==> config.mk <==
export PLATFORM = sky130hd
export DESIGN_NAME = binary_base3_board_codec_top
export DESIGN_NICKNAME = d
export VERILOG_FILES = /design/src/hw/rtl/bbc_pkg.sv /design/src/hw/rtl/bbc_front.sv /design/src/hw/rtl/bbc_queue.sv /design/src/hw/rtl/bbc_back.sv /design/src/hw/rtl/binary_base3_board_codec_top.sv
export VERILOG_INCLUDE_DIRS = /design/src /design/src/hw/rtl
export SDC_FILE = /design/constraint.sdc
export NUM_CORES = 2
export LEC_CHECK = 0
export BUFFER_PORTS_ARGS = -buffer_cell sky130_fd_sc_hd__buf_4
export CELL_PAD_IN_SITES_DETAIL_PLACEMENT = 1
export CELL_PAD_IN_SITES_GLOBAL_PLACEMENT = 1
export CORE_UTILIZATION = 35
export DETAILED_ROUTE_END_ITERATION = 6
export HOLD_SLACK_MARGIN = 0.03
export MAX_ROUTING_LAYER = met4
export PLACE_DENSITY = 0.6
export SLEW_MARGIN = 5
export SYNTH_ARGS = -nofsm -noshare
export SYNTH_HDL_FRONTEND = slang
export SYNTH_HIERARCHICAL = 1
export SYNTH_SLANG_ARGS = --single-unit
==> constraint.sdc <==
create_clock -name i_clk -period 16.8 [get_ports i_clk]
set_input_delay 0 -clock i_clk [delete_from_list [all_inputs] [get_ports i_clk]]
set_output_delay 0 -clock i_clk [all_outputs]
set_load 0.05 [all_outputs]
==> src/hw/rtl/binary_base3_board_codec_top_macros.svh <==
// assertion helpers shared by the codec modules
`ifndef BINARY_BASE3_BOARD_CODEC_TOP_MACROS_SVH
`define BINARY_BASE3_BOARD_CODEC_TOP_MACROS_SVH

// condition holds at every edge out of reset
`define BBC_ASSERT_ALWAYS(lbl, clk, rst_n, cond, msg) \
    lbl: assert property (@(posedge clk) disable iff (!rst_n) (cond)) else $error(msg);

// consequence holds in the same cycle as the antecedent
`define BBC_ASSERT_IMP(lbl, clk, rst_n, ante, cons, msg) \
    lbl: assert property (@(posedge clk) disable iff (!rst_n) (ante) |-> (cons)) \
        else $error(msg);

// consequence holds in the cycle after the antecedent
`define BBC_ASSERT_NEXT(lbl, clk, rst_n, ante, cons, msg) \
    lbl: assert property (@(posedge clk) disable iff (!rst_n) (ante) |=> (cons)) \
        else $error(msg);

`endif

==> src/hw/rtl/bbc_pkg.sv <==
`default_nettype none

package bbc_pkg;

    // field widths
    localparam int VALUE_W     = 60;
    localparam int DIGIT_IN_W  = 8;
    localparam int DIGIT_OUT_W = 5;
    localparam int LEN_W       = 6;
    localparam int FMT_W       = 3;

    // default board geometry
    localparam int LARGE_CELLS_DEF = 42;
    localparam int LARGE_BITS_DEF  = 60;
    localparam int SMALL_CELLS_DEF = 9;
    localparam int SMALL_BITS_DEF  = 14;

    // single-cell decode limits
    localparam int THREE_BIT_LIMIT = 8;
    localparam int FIVE_BIT_LIMIT  = 32;

    // command queue between front and back
    localparam int QUEUE_DEPTH = 2;

    // opcodes
    localparam logic OP_ENCODE = 1'b0;
    localparam logic OP_DECODE = 1'b1;

    // result kinds
    localparam logic KIND_DIGIT = 1'b0;
    localparam logic KIND_VALUE = 1'b1;

    // formats
    localparam logic [FMT_W-1:0] FMT_NINE  = 3'd0;
    localparam logic [FMT_W-1:0] FMT_ONE   = 3'd1;
    localparam logic [FMT_W-1:0] FMT_TWO   = 3'd2;
    localparam logic [FMT_W-1:0] FMT_42    = 3'd3;
    localparam logic [FMT_W-1:0] FMT_THREE = 3'd4;
    localparam logic [FMT_W-1:0] FMT_FIVE  = 3'd5;

    typedef struct packed {
        logic                   opcode;
        logic [FMT_W-1:0]       format;
        logic [VALUE_W-1:0]     value_in;
        logic [DIGIT_IN_W-1:0]  digit_in;
    } t_in_item;

    typedef struct packed {
        logic                   kind;
        logic [DIGIT_OUT_W-1:0] digit_out;
        logic [VALUE_W-1:0]     value_out;
        logic [LEN_W-1:0]       bit_length;
        logic                   last;
    } t_out_item;

    // work classes handed to the back end
    typedef enum logic [1:0] {
        CLS_EMIT      = 2'd0,
        CLS_ENC_BOARD = 2'd1,
        CLS_DEC_BOARD = 2'd2
    } t_cls;

    typedef struct packed {
        t_cls                  cls;
        logic                  is_large;
        logic [VALUE_W-1:0]    value;
        logic [DIGIT_IN_W-1:0] digit;
        t_out_item             res;
    } t_cmd;

    // low bits mask, saturating at the value width
    function automatic logic [VALUE_W-1:0] low_mask(input int bits);
        if (bits >= VALUE_W) begin
            return '1;
        end
        return (VALUE_W'(1) << bits) - VALUE_W'(1);
    endfunction

endpackage

`default_nettype wire

==> src/hw/rtl/bbc_front.sv <==
`default_nettype none

module bbc_front #(
    parameter int LARGE_BITS = bbc_pkg::LARGE_BITS_DEF,
    parameter int SMALL_BITS = bbc_pkg::SMALL_BITS_DEF
) (
    input  wire               i_in_valid,
    output logic              o_in_ready,
    input  bbc_pkg::t_in_item i_in_data,
    output logic              o_push_valid,
    input  wire               i_push_ready,
    output bbc_pkg::t_cmd     o_push_cmd
);

    localparam int VW = bbc_pkg::VALUE_W;

    logic w_drop;
    bbc_pkg::t_cmd w_cmd;

    // classify the beat and build single-cell results here
    always_comb begin
        w_cmd     = '0;
        w_cmd.cls = bbc_pkg::CLS_EMIT;
        w_drop    = 1'b0;
        if (i_in_data.opcode == bbc_pkg::OP_ENCODE) begin
            w_cmd.res.kind = bbc_pkg::KIND_DIGIT;
            w_cmd.res.last = 1'b1;
        end else begin
            w_cmd.res.kind = bbc_pkg::KIND_VALUE;
        end
        case (i_in_data.format)
            bbc_pkg::FMT_NINE, bbc_pkg::FMT_42: begin
                w_cmd.is_large = (i_in_data.format == bbc_pkg::FMT_42);
                w_cmd.digit    = i_in_data.digit_in;
                if (i_in_data.opcode == bbc_pkg::OP_ENCODE) begin
                    w_cmd.cls   = bbc_pkg::CLS_ENC_BOARD;
                    w_cmd.value = i_in_data.value_in & (w_cmd.is_large ?
                                  bbc_pkg::low_mask(LARGE_BITS) :
                                  bbc_pkg::low_mask(SMALL_BITS));
                end else begin
                    w_cmd.cls = bbc_pkg::CLS_DEC_BOARD;
                end
            end
            bbc_pkg::FMT_ONE: begin
                if (i_in_data.opcode == bbc_pkg::OP_ENCODE) begin
                    w_cmd.res.digit_out = {4'b0, i_in_data.value_in[0]};
                end else begin
                    w_cmd.res.value_out  = VW'(i_in_data.digit_in != '0);
                    w_cmd.res.bit_length = bbc_pkg::LEN_W'(1);
                end
            end
            bbc_pkg::FMT_TWO: begin
                if (i_in_data.opcode == bbc_pkg::OP_ENCODE) begin
                    w_cmd.res.digit_out = {3'b0, i_in_data.value_in[1:0]};
                end else begin
                    w_cmd.res.value_out  = VW'(i_in_data.digit_in[1:0]);
                    w_cmd.res.bit_length = bbc_pkg::LEN_W'(2);
                end
            end
            bbc_pkg::FMT_THREE: begin
                if (i_in_data.opcode == bbc_pkg::OP_ENCODE) begin
                    w_cmd.res.digit_out = {2'b0, i_in_data.value_in[2:0]};
                end else if (i_in_data.digit_in <
                             bbc_pkg::DIGIT_IN_W'(bbc_pkg::THREE_BIT_LIMIT)) begin
                    w_cmd.res.value_out  = VW'(i_in_data.digit_in);
                    w_cmd.res.bit_length = bbc_pkg::LEN_W'(3);
                end
            end
            bbc_pkg::FMT_FIVE: begin
                if (i_in_data.opcode == bbc_pkg::OP_ENCODE) begin
                    w_cmd.res.digit_out = i_in_data.value_in[4:0];
                end else if (i_in_data.digit_in <
                             bbc_pkg::DIGIT_IN_W'(bbc_pkg::FIVE_BIT_LIMIT)) begin
                    w_cmd.res.value_out  = VW'(i_in_data.digit_in);
                    w_cmd.res.bit_length = bbc_pkg::LEN_W'(5);
                end
            end
            default: begin
                // unknown format: encode yields nothing, decode an empty value
                w_drop = (i_in_data.opcode == bbc_pkg::OP_ENCODE);
            end
        endcase
    end

    // dropped beats are still taken only when the queue has room
    assign o_in_ready   = i_push_ready;
    assign o_push_valid = i_in_valid && !w_drop;
    assign o_push_cmd   = w_cmd;

endmodule

`default_nettype wire

==> src/hw/rtl/bbc_queue.sv <==
`default_nettype none
`include "binary_base3_board_codec_top_macros.svh"

module bbc_queue #(
    parameter int DEPTH = bbc_pkg::QUEUE_DEPTH
) (
    input  wire           i_clk,
    input  wire           i_rst_n,
    input  wire           i_push_valid,
    output logic          o_push_ready,
    input  bbc_pkg::t_cmd i_push_cmd,
    output logic          o_pop_valid,
    input  wire           i_pop_ready,
    output bbc_pkg::t_cmd o_pop_cmd
);

    localparam int PTR_W = (DEPTH > 1) ? $clog2(DEPTH) : 1;
    localparam int CNT_W = $clog2(DEPTH + 1);

    bbc_pkg::t_cmd    r_mem [DEPTH];
    logic [PTR_W-1:0] r_wr, n_wr;
    logic [PTR_W-1:0] r_rd, n_rd;
    logic [CNT_W-1:0] r_count, n_count;
    logic             w_push, w_pop;

    assign o_push_ready = (r_count != CNT_W'(DEPTH));
    assign o_pop_valid  = (r_count != '0);
    assign o_pop_cmd    = r_mem[r_rd];
    assign w_push       = i_push_valid && o_push_ready;
    assign w_pop        = o_pop_valid && i_pop_ready;

    // pointer and count update
    always_comb begin
        n_wr    = r_wr;
        n_rd    = r_rd;
        n_count = r_count;
        if (w_push) begin
            n_wr = (r_wr == PTR_W'(DEPTH - 1)) ? '0 : r_wr + 1'b1;
        end
        if (w_pop) begin
            n_rd = (r_rd == PTR_W'(DEPTH - 1)) ? '0 : r_rd + 1'b1;
        end
        if (w_push && !w_pop) begin
            n_count = r_count + 1'b1;
        end else if (w_pop && !w_push) begin
            n_count = r_count - 1'b1;
        end
    end

    always_ff @(posedge i_clk) begin
        if (!i_rst_n) begin
            r_wr    <= '0;
            r_rd    <= '0;
            r_count <= '0;
        end else begin
            r_wr    <= n_wr;
            r_rd    <= n_rd;
            r_count <= n_count;
        end
    end

    // entry storage
    always_ff @(posedge i_clk) begin
        if (w_push) begin
            r_mem[r_wr] <= i_push_cmd;
        end
    end

    `BBC_ASSERT_ALWAYS(a_count_bound, i_clk, i_rst_n, r_count <= CNT_W'(DEPTH), "queue count overflow")
    `BBC_ASSERT_NEXT(a_count_grows, i_clk, i_rst_n, w_push && !w_pop, r_count == CNT_W'($past(r_count) + 1'b1), "queue count did not grow")
    `BBC_ASSERT_IMP(a_full_blocks, i_clk, i_rst_n, r_count == CNT_W'(DEPTH), !o_push_ready, "queue full but still ready")

endmodule

`default_nettype wire

==> src/hw/rtl/bbc_back.sv <==
`default_nettype none
`include "binary_base3_board_codec_top_macros.svh"

module bbc_back #(
    parameter int LARGE_CELLS = bbc_pkg::LARGE_CELLS_DEF,
    parameter int LARGE_BITS  = bbc_pkg::LARGE_BITS_DEF,
    parameter int SMALL_CELLS = bbc_pkg::SMALL_CELLS_DEF,
    parameter int SMALL_BITS  = bbc_pkg::SMALL_BITS_DEF
) (
    input  wire                i_clk,
    input  wire                i_rst_n,
    input  wire                i_q_valid,
    output logic               o_q_pop,
    input  bbc_pkg::t_cmd      i_q_cmd,
    output logic               o_out_valid,
    input  wire                i_out_ready,
    output bbc_pkg::t_out_item o_out_data
);

    localparam int VW     = bbc_pkg::VALUE_W;
    localparam int DW     = bbc_pkg::DIGIT_IN_W;
    localparam int LEVELS = $clog2(VW);

    typedef enum logic [2:0] {
        S_IDLE = 3'b001,
        S_ENC  = 3'b010,
        S_MAC  = 3'b100
    } t_state;

    // remainder transfer map of one long-division step, indexed by incoming remainder
    typedef logic [3:0][1:0] t_fmap;
    localparam t_fmap MAP_BIT0 = {2'd0, 2'd1, 2'd2, 2'd0};
    localparam t_fmap MAP_BIT1 = {2'd0, 2'd2, 2'd0, 2'd1};

    t_state             r_state, n_state;
    logic [VW-1:0]      r_val, n_val;
    logic [5:0]         r_cnt, n_cnt;
    logic               r_large, n_large;
    logic [VW-1:0]      r_prod, n_prod;
    logic [VW-1:0]      r_sum, n_sum;
    logic [VW-1:0]      r_pow, n_pow;
    logic [5:0]         r_idx, n_idx;
    bbc_pkg::t_out_item r_out, n_out;
    logic               r_out_valid, n_out_valid;

    t_fmap              w_pfx [LEVELS+1][VW];
    logic [VW-1:0]      w_quot;
    logic [1:0]         w_rem;
    logic [1:0]         w_rin [VW];
    logic [VW+DW-1:0]   w_prod_full;
    logic [VW-1:0]      w_sum;
    logic [6:0]         w_cells;
    logic               w_enc_last;
    logic               w_done;
    logic               w_can_load;

    // divide by three: parallel prefix over the long-division remainder chain
    always_comb begin
        for (int i = 0; i < VW; i++) begin
            w_pfx[0][i] = r_val[i] ? MAP_BIT1 : MAP_BIT0;
        end
        for (int l = 0; l < LEVELS; l++) begin
            for (int i = 0; i < VW; i++) begin
                if (i + (1 << l) < VW) begin
                    for (int r = 0; r < 4; r++) begin
                        w_pfx[l+1][i][r] = w_pfx[l][i][w_pfx[l][i + (1 << l)][r]];
                    end
                end else begin
                    w_pfx[l+1][i] = w_pfx[l][i];
                end
            end
        end
        for (int i = 0; i < VW - 1; i++) begin
            w_rin[i] = w_pfx[LEVELS][i+1][0];
        end
        w_rin[VW-1] = 2'd0;
        for (int i = 0; i < VW; i++) begin
            w_quot[i] = (w_rin[i] == 2'd2) || ((w_rin[i] == 2'd1) && r_val[i]);
        end
        w_rem = w_pfx[LEVELS][0][0];
    end

    // board geometry and datapath terms
    assign w_cells     = r_large ? 7'(LARGE_CELLS) : 7'(SMALL_CELLS);
    assign w_enc_last  = ({1'b0, r_cnt} + 7'd1) == w_cells;
    assign w_done      = ({1'b0, r_idx} + 7'd1) >= w_cells;
    assign w_sum       = r_sum + r_prod;
    assign w_prod_full = (VW+DW)'(r_pow) * (VW+DW)'(i_q_cmd.digit);
    assign w_can_load  = !r_out_valid || i_out_ready;

    // sequencer
    always_comb begin
        n_state     = r_state;
        n_val       = r_val;
        n_cnt       = r_cnt;
        n_large     = r_large;
        n_prod      = r_prod;
        n_sum       = r_sum;
        n_pow       = r_pow;
        n_idx       = r_idx;
        n_out       = r_out;
        n_out_valid = r_out_valid && !i_out_ready;
        o_q_pop     = 1'b0;
        case (r_state)
            S_IDLE: begin
                if (i_q_valid && w_can_load) begin
                    o_q_pop = 1'b1;
                    n_large = i_q_cmd.is_large;
                    case (i_q_cmd.cls)
                        bbc_pkg::CLS_ENC_BOARD: begin
                            n_val   = i_q_cmd.value;
                            n_cnt   = '0;
                            n_state = S_ENC;
                        end
                        bbc_pkg::CLS_DEC_BOARD: begin
                            n_prod  = w_prod_full[VW-1:0];
                            n_pow   = r_pow + {r_pow[VW-2:0], 1'b0};
                            n_state = S_MAC;
                        end
                        default: begin
                            n_out       = i_q_cmd.res;
                            n_out_valid = 1'b1;
                        end
                    endcase
                end
            end
            S_ENC: begin
                // one base-3 digit per beat, least significant first
                if (w_can_load) begin
                    n_out            = '0;
                    n_out.kind       = bbc_pkg::KIND_DIGIT;
                    n_out.digit_out  = {3'b0, w_rem};
                    n_out.last       = w_enc_last;
                    n_out_valid      = 1'b1;
                    n_val            = w_quot;
                    n_cnt            = r_cnt + 1'b1;
                    if (w_enc_last) begin
                        n_state = S_IDLE;
                    end
                end
            end
            S_MAC: begin
                if (!w_done) begin
                    n_sum   = w_sum;
                    n_idx   = r_idx + 1'b1;
                    n_state = S_IDLE;
                end else if (w_can_load) begin
                    n_out            = '0;
                    n_out.kind       = bbc_pkg::KIND_VALUE;
                    n_out.value_out  = w_sum & (r_large ? bbc_pkg::low_mask(LARGE_BITS) :
                                                          bbc_pkg::low_mask(SMALL_BITS));
                    n_out.bit_length = r_large ? bbc_pkg::LEN_W'(LARGE_BITS) :
                                                 bbc_pkg::LEN_W'(SMALL_BITS);
                    n_out_valid      = 1'b1;
                    n_sum            = '0;
                    n_pow            = VW'(1);
                    n_idx            = '0;
                    n_state          = S_IDLE;
                end
            end
            default: begin
                n_state = S_IDLE;
            end
        endcase
    end

    // control and decode state
    always_ff @(posedge i_clk) begin
        if (!i_rst_n) begin
            r_state     <= S_IDLE;
            r_cnt       <= '0;
            r_sum       <= '0;
            r_pow       <= VW'(1);
            r_idx       <= '0;
            r_out_valid <= 1'b0;
        end else begin
            r_state     <= n_state;
            r_cnt       <= n_cnt;
            r_sum       <= n_sum;
            r_pow       <= n_pow;
            r_idx       <= n_idx;
            r_out_valid <= n_out_valid;
        end
    end

    // payload registers
    always_ff @(posedge i_clk) begin
        r_val   <= n_val;
        r_large <= n_large;
        r_prod  <= n_prod;
        r_out   <= n_out;
    end

    assign o_out_valid = r_out_valid;
    assign o_out_data  = r_out;

    `BBC_ASSERT_ALWAYS(a_pow_odd, i_clk, i_rst_n, r_pow[0], "power of three lost its low bit")
    `BBC_ASSERT_IMP(a_cnt_bound, i_clk, i_rst_n, r_state == S_ENC, ({1'b0, r_cnt} < w_cells), "digit counter past board")
    `BBC_ASSERT_NEXT(a_done_clear, i_clk, i_rst_n, (r_state == S_MAC) && w_done && w_can_load, (r_idx == '0) && (r_sum == '0) && (r_pow == VW'(1)), "decode state not cleared")

endmodule

`default_nettype wire

==> src/hw/rtl/binary_base3_board_codec_top.sv <==
`default_nettype none

// Binary to base-3 board codec. An encode beat of a board format gives SMALL_CELLS or
// LARGE_CELLS digit beats, least significant first, the final one flagged by last; the back
// end makes one digit a cycle from a prefix divide-by-three unit, after a dispatch step,
// while the output register is not stalled. A decode beat of a board format passes an
// 8 x 60 multiply stage, then the accumulate, in the back end and gives one value beat
// when the board's last cell arrives. Single-cell and unknown formats are loaded straight
// into the output register at dispatch; an encode of an unknown format gives no beat at
// all. A two-entry command queue sits between the input classifier and the back end, so
// input beats are taken while the queue has room, even if the back end is busy or stalled.
module binary_base3_board_codec_top #(
    parameter int LARGE_CELLS = bbc_pkg::LARGE_CELLS_DEF,
    parameter int LARGE_BITS  = bbc_pkg::LARGE_BITS_DEF,
    parameter int SMALL_CELLS = bbc_pkg::SMALL_CELLS_DEF,
    parameter int SMALL_BITS  = bbc_pkg::SMALL_BITS_DEF
) (
    input  wire                i_clk,
    input  wire                i_rst_n,
    input  wire                i_in_valid,
    output logic               o_in_ready,
    input  bbc_pkg::t_in_item  i_in_data,
    output logic               o_out_valid,
    input  wire                i_out_ready,
    output bbc_pkg::t_out_item o_out_data
);

    logic          w_push_valid;
    logic          w_push_ready;
    bbc_pkg::t_cmd w_push_cmd;
    logic          w_pop_valid;
    logic          w_pop;
    bbc_pkg::t_cmd w_pop_cmd;

    // input classifier
    bbc_front #(
        .LARGE_BITS (LARGE_BITS),
        .SMALL_BITS (SMALL_BITS)
    ) u_front (
        .i_in_valid   (i_in_valid),
        .o_in_ready   (o_in_ready),
        .i_in_data    (i_in_data),
        .o_push_valid (w_push_valid),
        .i_push_ready (w_push_ready),
        .o_push_cmd   (w_push_cmd)
    );

    // command queue
    bbc_queue #(
        .DEPTH (bbc_pkg::QUEUE_DEPTH)
    ) u_queue (
        .i_clk        (i_clk),
        .i_rst_n      (i_rst_n),
        .i_push_valid (w_push_valid),
        .o_push_ready (w_push_ready),
        .i_push_cmd   (w_push_cmd),
        .o_pop_valid  (w_pop_valid),
        .i_pop_ready  (w_pop),
        .o_pop_cmd    (w_pop_cmd)
    );

    // execution back end with output register
    bbc_back #(
        .LARGE_CELLS (LARGE_CELLS),
        .LARGE_BITS  (LARGE_BITS),
        .SMALL_CELLS (SMALL_CELLS),
        .SMALL_BITS  (SMALL_BITS)
    ) u_back (
        .i_clk       (i_clk),
        .i_rst_n     (i_rst_n),
        .i_q_valid   (w_pop_valid),
        .o_q_pop     (w_pop),
        .i_q_cmd     (w_pop_cmd),
        .o_out_valid (o_out_valid),
        .i_out_ready (i_out_ready),
        .o_out_data  (o_out_data)
    );

endmodule

`default_nettype wire
After elaboration in Yosys (flattened, before gate mapping)
Memory sizes are Yosys's and may differ from the RTL's. A register that Yosys moved wholly into a read port is not among the register bits. Index checks and enable logic that the tools add are counted.

Register bits after elaboration: 334. Bits in writable memories: 288. Bits of input ports: 76. Memories: 1.

Add/subtract/negate cells: 10. Multiply operators: 1. Magnitude comparators: 983. Eq/ne operators: 141. Muxes and demuxes: 2148. Bitwise logic cells: 3. Reduce and logical (&&, ||, !) cells: 148.

Memory list: u_queue.r_mem (depth 2, width 144, rd ports 1, clocked after Yosys merged registers in 1, write ports 1, RTL line bbc_queue.sv:20) `bbc_pkg::t_cmd r_mem [DEPTH];`.

Operators with widths (number): $bmux W2 S2 (1011); $lt A2 B3 Y1 const B (922); $mux W2 (1015); $mux W60 (12); $mux W6 (66); $mux W73 (5); $pmux W71 S4 (1); $pmux W60 S2 (2); $pmux W73 S3 (1); $lt A2 B3 Y1 const AB (58); $mux W66 (2); $add A60 B60 Y60 (2); $and A60 B60 Y60 (2); $eq A2 B1 Y1 const B (60); $eq A2 B2 Y1 const B (60); $mux W71 (1); $logic_and A1 B1 Y1 (66); $logic_or A1 B1 Y1 (60); $mul A60 B8 Y60 (1); $mux W14 (2); $mux W3 (6); $mux W1 (17); $add A6 B1 Y7 const B (2); $add A6 B1 Y6 const B (2); other kinds (33) (58).

Longest topological paths before layout
Word-level depth: 18. Depth in mapped cells: 31. Depth with buffers taken out: 25.

Hierarchy
The synthesis kept the hierarchy.

By module, submodules not included: bbc_back (times used 1, cells each 8270, area each 74627.8 um^2); bbc_queue (times used 1, cells each 472, area each 10867.9 um^2); bbc_front (times used 1, cells each 187, area each 1298.7 um^2).

Least setup slack after synthesis
OpenSTA, ideal clock, no wires.

Path kind: reg-to-reg. From: reg (tool-made name). To: reg u_back.r_prod[58], data pin. Data arrival time: 6614 ps. Required time: 16536 ps. Setup slack: 9922 ps. Stages on the path, launching flop included: 29. Clock period less this slack: 6878 ps. Cell sequence: dfxtp_1 > buf_6 > buf_6 > buf_6 > mux2_4 > buf_1 > clkbuf_1 > and2_1 > fa_1 > fa_1 > fa_1 > inv_1 > fa_1 > inv_1 > ha_1 > a21oi_1 > o21ai_0 > a21oi_1 > o21ai_0 > a211oi_1 > nor2_1 > a221oi_1 > o21ai_1 > a41o_1 > a21o_1 > o41ai_2 > nor2_1 > a221oi_1 > xnor2_1.

RTL lines: to (signal assigned) (RTL line bbc_back.sv:190) `r_prod <= n_prod;`; to (decl) (RTL line bbc_back.sv:39) `logic [VW-1:0] r_prod, n_prod;`.

==> flow_summary.toml <==
[outcome]
status = "complete, no violations"

[floorplan]
start_util_pct = 35.3
die_w_um = 500
row_count = 182
die_h_um = 500
coreArea_mm2 = 0.246
die_area_mm2 = 0.250
ios = 151

[logic_synthesis]
seq_area_frac_synth_pct = 19.9
synthDistinctLibCells = 101
yosysWarnings = 6
syn_area_mm2 = 0.0868
synth-edff-count = 482
ys.flop_type = "edfxtp_1"
syn-instance-count = 8929
synthArstFlopShare_pct = 0
avgSynthCellArea_um2 = 9.72
ys_ff_latch = 623

[timing]
max_freq_mhz = 125
setup_violations = 0
slew_violations = 0
tightestPinTransition_ps = 1280
timing.final.crit_share_pct = 47.7
grt_setup_unrepaired = "no"
hold_violations = 0
fin_crit_ps = 8020
finClkSkew_ps = 91.3
tns_ps = 0
relSlewSlack_pct = 13.9

[layout]
drive_gt1_share_pct = 15.7
final_common_cell = "mux2i_1"
mostFrequentLayoutCells = "1181 x mux2i_1, 671 x nand2_1, 482 x edfxtp_1, 428 x mux4_2, 426 x mux2_2"
area_growth_pct = 7.88
fin_nets = 9551

[critical_path]
reg2reg_to = "u_back/r_prod[59]$_DFFE_PP_"
crit_path_max_fanout = 56
crit_arrival_ps = 8460
path_class = "flip-flop to flip-flop"
r2r_cells = 23
crit_path_end_kind = "flip-flop"
required_ps = 17240
rrSetupSlack_ps = 8780
start_kind = "flip-flop"

[drt]
routed_wl_mm = 330
drt_pass1_iterations = 5
ant_nets = 0
vias = 73400
first_iter_violations = 4736
drc = 0
viasPerCell = 6.03
wl_per_cell_um = 27.1

[clock_network]
cts_tree = "yes"
cts_buffers = 83
clk_pin_slew_worst_paths_ps = 60
clockBufferDepth = 3
clkLatencyLatePin_ps = 780
clkSinkCount = 623
htreeDepth = 3
root_buffer = "clkbuf_16"

[placement]
place.port_buffers = 150
gp_congestion = 0.957
dp_hpwl_mm = 254

[worst_hold_path]
min_from = "i_in_data[13]"
worstHoldPathCells = 3
min_path_type = "input pin to flip-flop"
holdPathEnd = "u_queue/r_mem[0][86]$_DFFE_PP_"

[grt]
grt_pass1_wl_mm = 496
first_global_vias = 76200
antenna_found_initial = 5
grt_max_degree = 67
overflow = 0
grt_use_total_pct = 26.6

[flow_run]
maxCapViolCount = 0
-- synth_stat cells, drive strengths merged (90+ instances only) --
cell / number / area [um^2]
a211oi: 158 / 1190
a21o: 124 / 931
a21oi: 434 / 2270
a22oi: 95 / 713
and2: 408 / 2550
and3: 90 / 563
buf: 287 / 1700
clkbuf: 304 / 1140
dfxtp: 141 / 2820
edfxtp: 482 / 14500
fa: 326 / 6530
ha: 365 / 4570
inv: 379 / 1420
mux2: 523 / 6110
mux2i: 1194 / 12000
mux4: 429 / 9670
nand2: 671 / 2520
nand2b: 178 / 1120
nand3b: 112 / 841
nor2: 343 / 1300
nor2b: 182 / 1140
o211ai: 257 / 1930
o21ai: 718 / 3680
o22ai: 90 / 569
xnor2: 115 / 1010
-- per-stage QoR --
| step | setup WS [ps] | utilization (%) | hold slack (ps) | cells | cell area, um^2 |
|---|---|---|---|---|---|
| global placement | 8990 | 36.6 | 308 | 11900 | 90100 |
| finish | 8780 | 38.0 | 116 | 12200 | 93600 |
| global route | 8210 | 38.0 | 111 | 12200 | 93600 |
| CTS | 8790 | 38.0 | 48.2 | 12200 | 93600 |
| detailed placement | 8900 | 36.6 | 310 | 11900 | 90100 |
| floorplan | 9920 | - | 122 | 8986 | 87000 |
-- layer usage --
metal / track usage, % / vias up / part of all wire [%]
met1: 31.8 / 38100 / 41
met3: 2.56 / 535 / 4.0
met2: 44.9 / 1702 / 49
met4: 12.9 / 0 / 5.4
li1: - / 33000 / -
met5: - / - / 0
-- worst max path at each step --
stage	startpoint	to	slack (ps)
after floorplan	flip-flop	u_back/r_prod[58]$_DFFE_PP_	9920
after global placement	flip-flop	u_back/r_prod[58]$_DFFE_PP_	8990
after detailed placement	flip-flop	u_back/r_prod[59]$_DFFE_PP_	8900
after CTS	flip-flop	u_back/r_prod[59]$_DFFE_PP_	8790
after global routing	flip-flop	u_back/r_prod[58]$_DFFE_PP_	8210
final	flip-flop	u_back/r_prod[59]$_DFFE_PP_	8780
-- sequential cells by signal, indices dropped and copies added, names as in the netlist, named ones only --
register / flops
u_back/r_idx: 6
u_back/o_out_data: 73
u_back/r_prod: 60
u_back/r_sum: 60
u_back/r_cnt: 6
u_back/o_out_valid: 1
u_back/r_state: 3
u_queue/r_mem: 288
u_back/r_val: 60
u_back/r_pow: 60
u_queue/r_wr: 1
u_queue/r_count: 2
u_queue/r_rd: 1
u_back/r_large: 1
-- worst max-delay path, stage by stage, from the launching register on --
cell	delay (ps)
dfxtp_4	770
mux2_4	760
and2_1	240
fa_1	450
fa_1	530
fa_1	520
inv_1	60
fa_1	480
inv_1	50
ha_1	320
o21a_1	140
nor2_1	40
nor2b_1	190
a21boi_0	400
nor2_1	130
or4_1	520
a31oi_1	450
a21oi_1	260
o21ai_1	320
a221oi_1	210
o21ai_1	380
a221o_1	210
a21oi_1	70
xnor2_1	120
-- kinds of logic (layout without fill, tap and decap cells) --
family | count (synthesis) | after routing | synth area share, %
AOI/OAI and AO/OA | 2162 | 2162 | 15.8
and+or+nand+nor | 2156 | 2156 | 12.8
muxes | 2146 | 2146 | 32.0
buffers and inverters | 971 | 840 | 4.92
adders and majority gates | 691 | 691 | 12.8
DFF | 623 | 623 | 19.9
xor gates and xnor gates | 179 | 179 | 1.83
other | 1 | 60 | 0.00432
-- final cells by class --
| type | count | area (um^2) |
|---|---|---|
| sequential | 623 | 17300 |
| multi-input combinational | 7392 | 65500 |
| fill | 27600 | 153000 |
| tap | 3312 | 4140 |
| clock inverter | 58 | 608 |
| clock buffer | 98 | 2140 |
| antenna | 2 | 5.00 |
| inverter | 380 | 1430 |
| timing repair buffer | 304 | 2490 |
-- timing repair --
item,4_1_cts,5_1_grt
hold buffers,82,0
endpoints found under the hold margin,227,0
buffers inserted,0,0
gates resized for setup,0,0
Power is not shown: default switching activity piles up to over one toggle a cycle in this logic, so the estimate is an artifact.
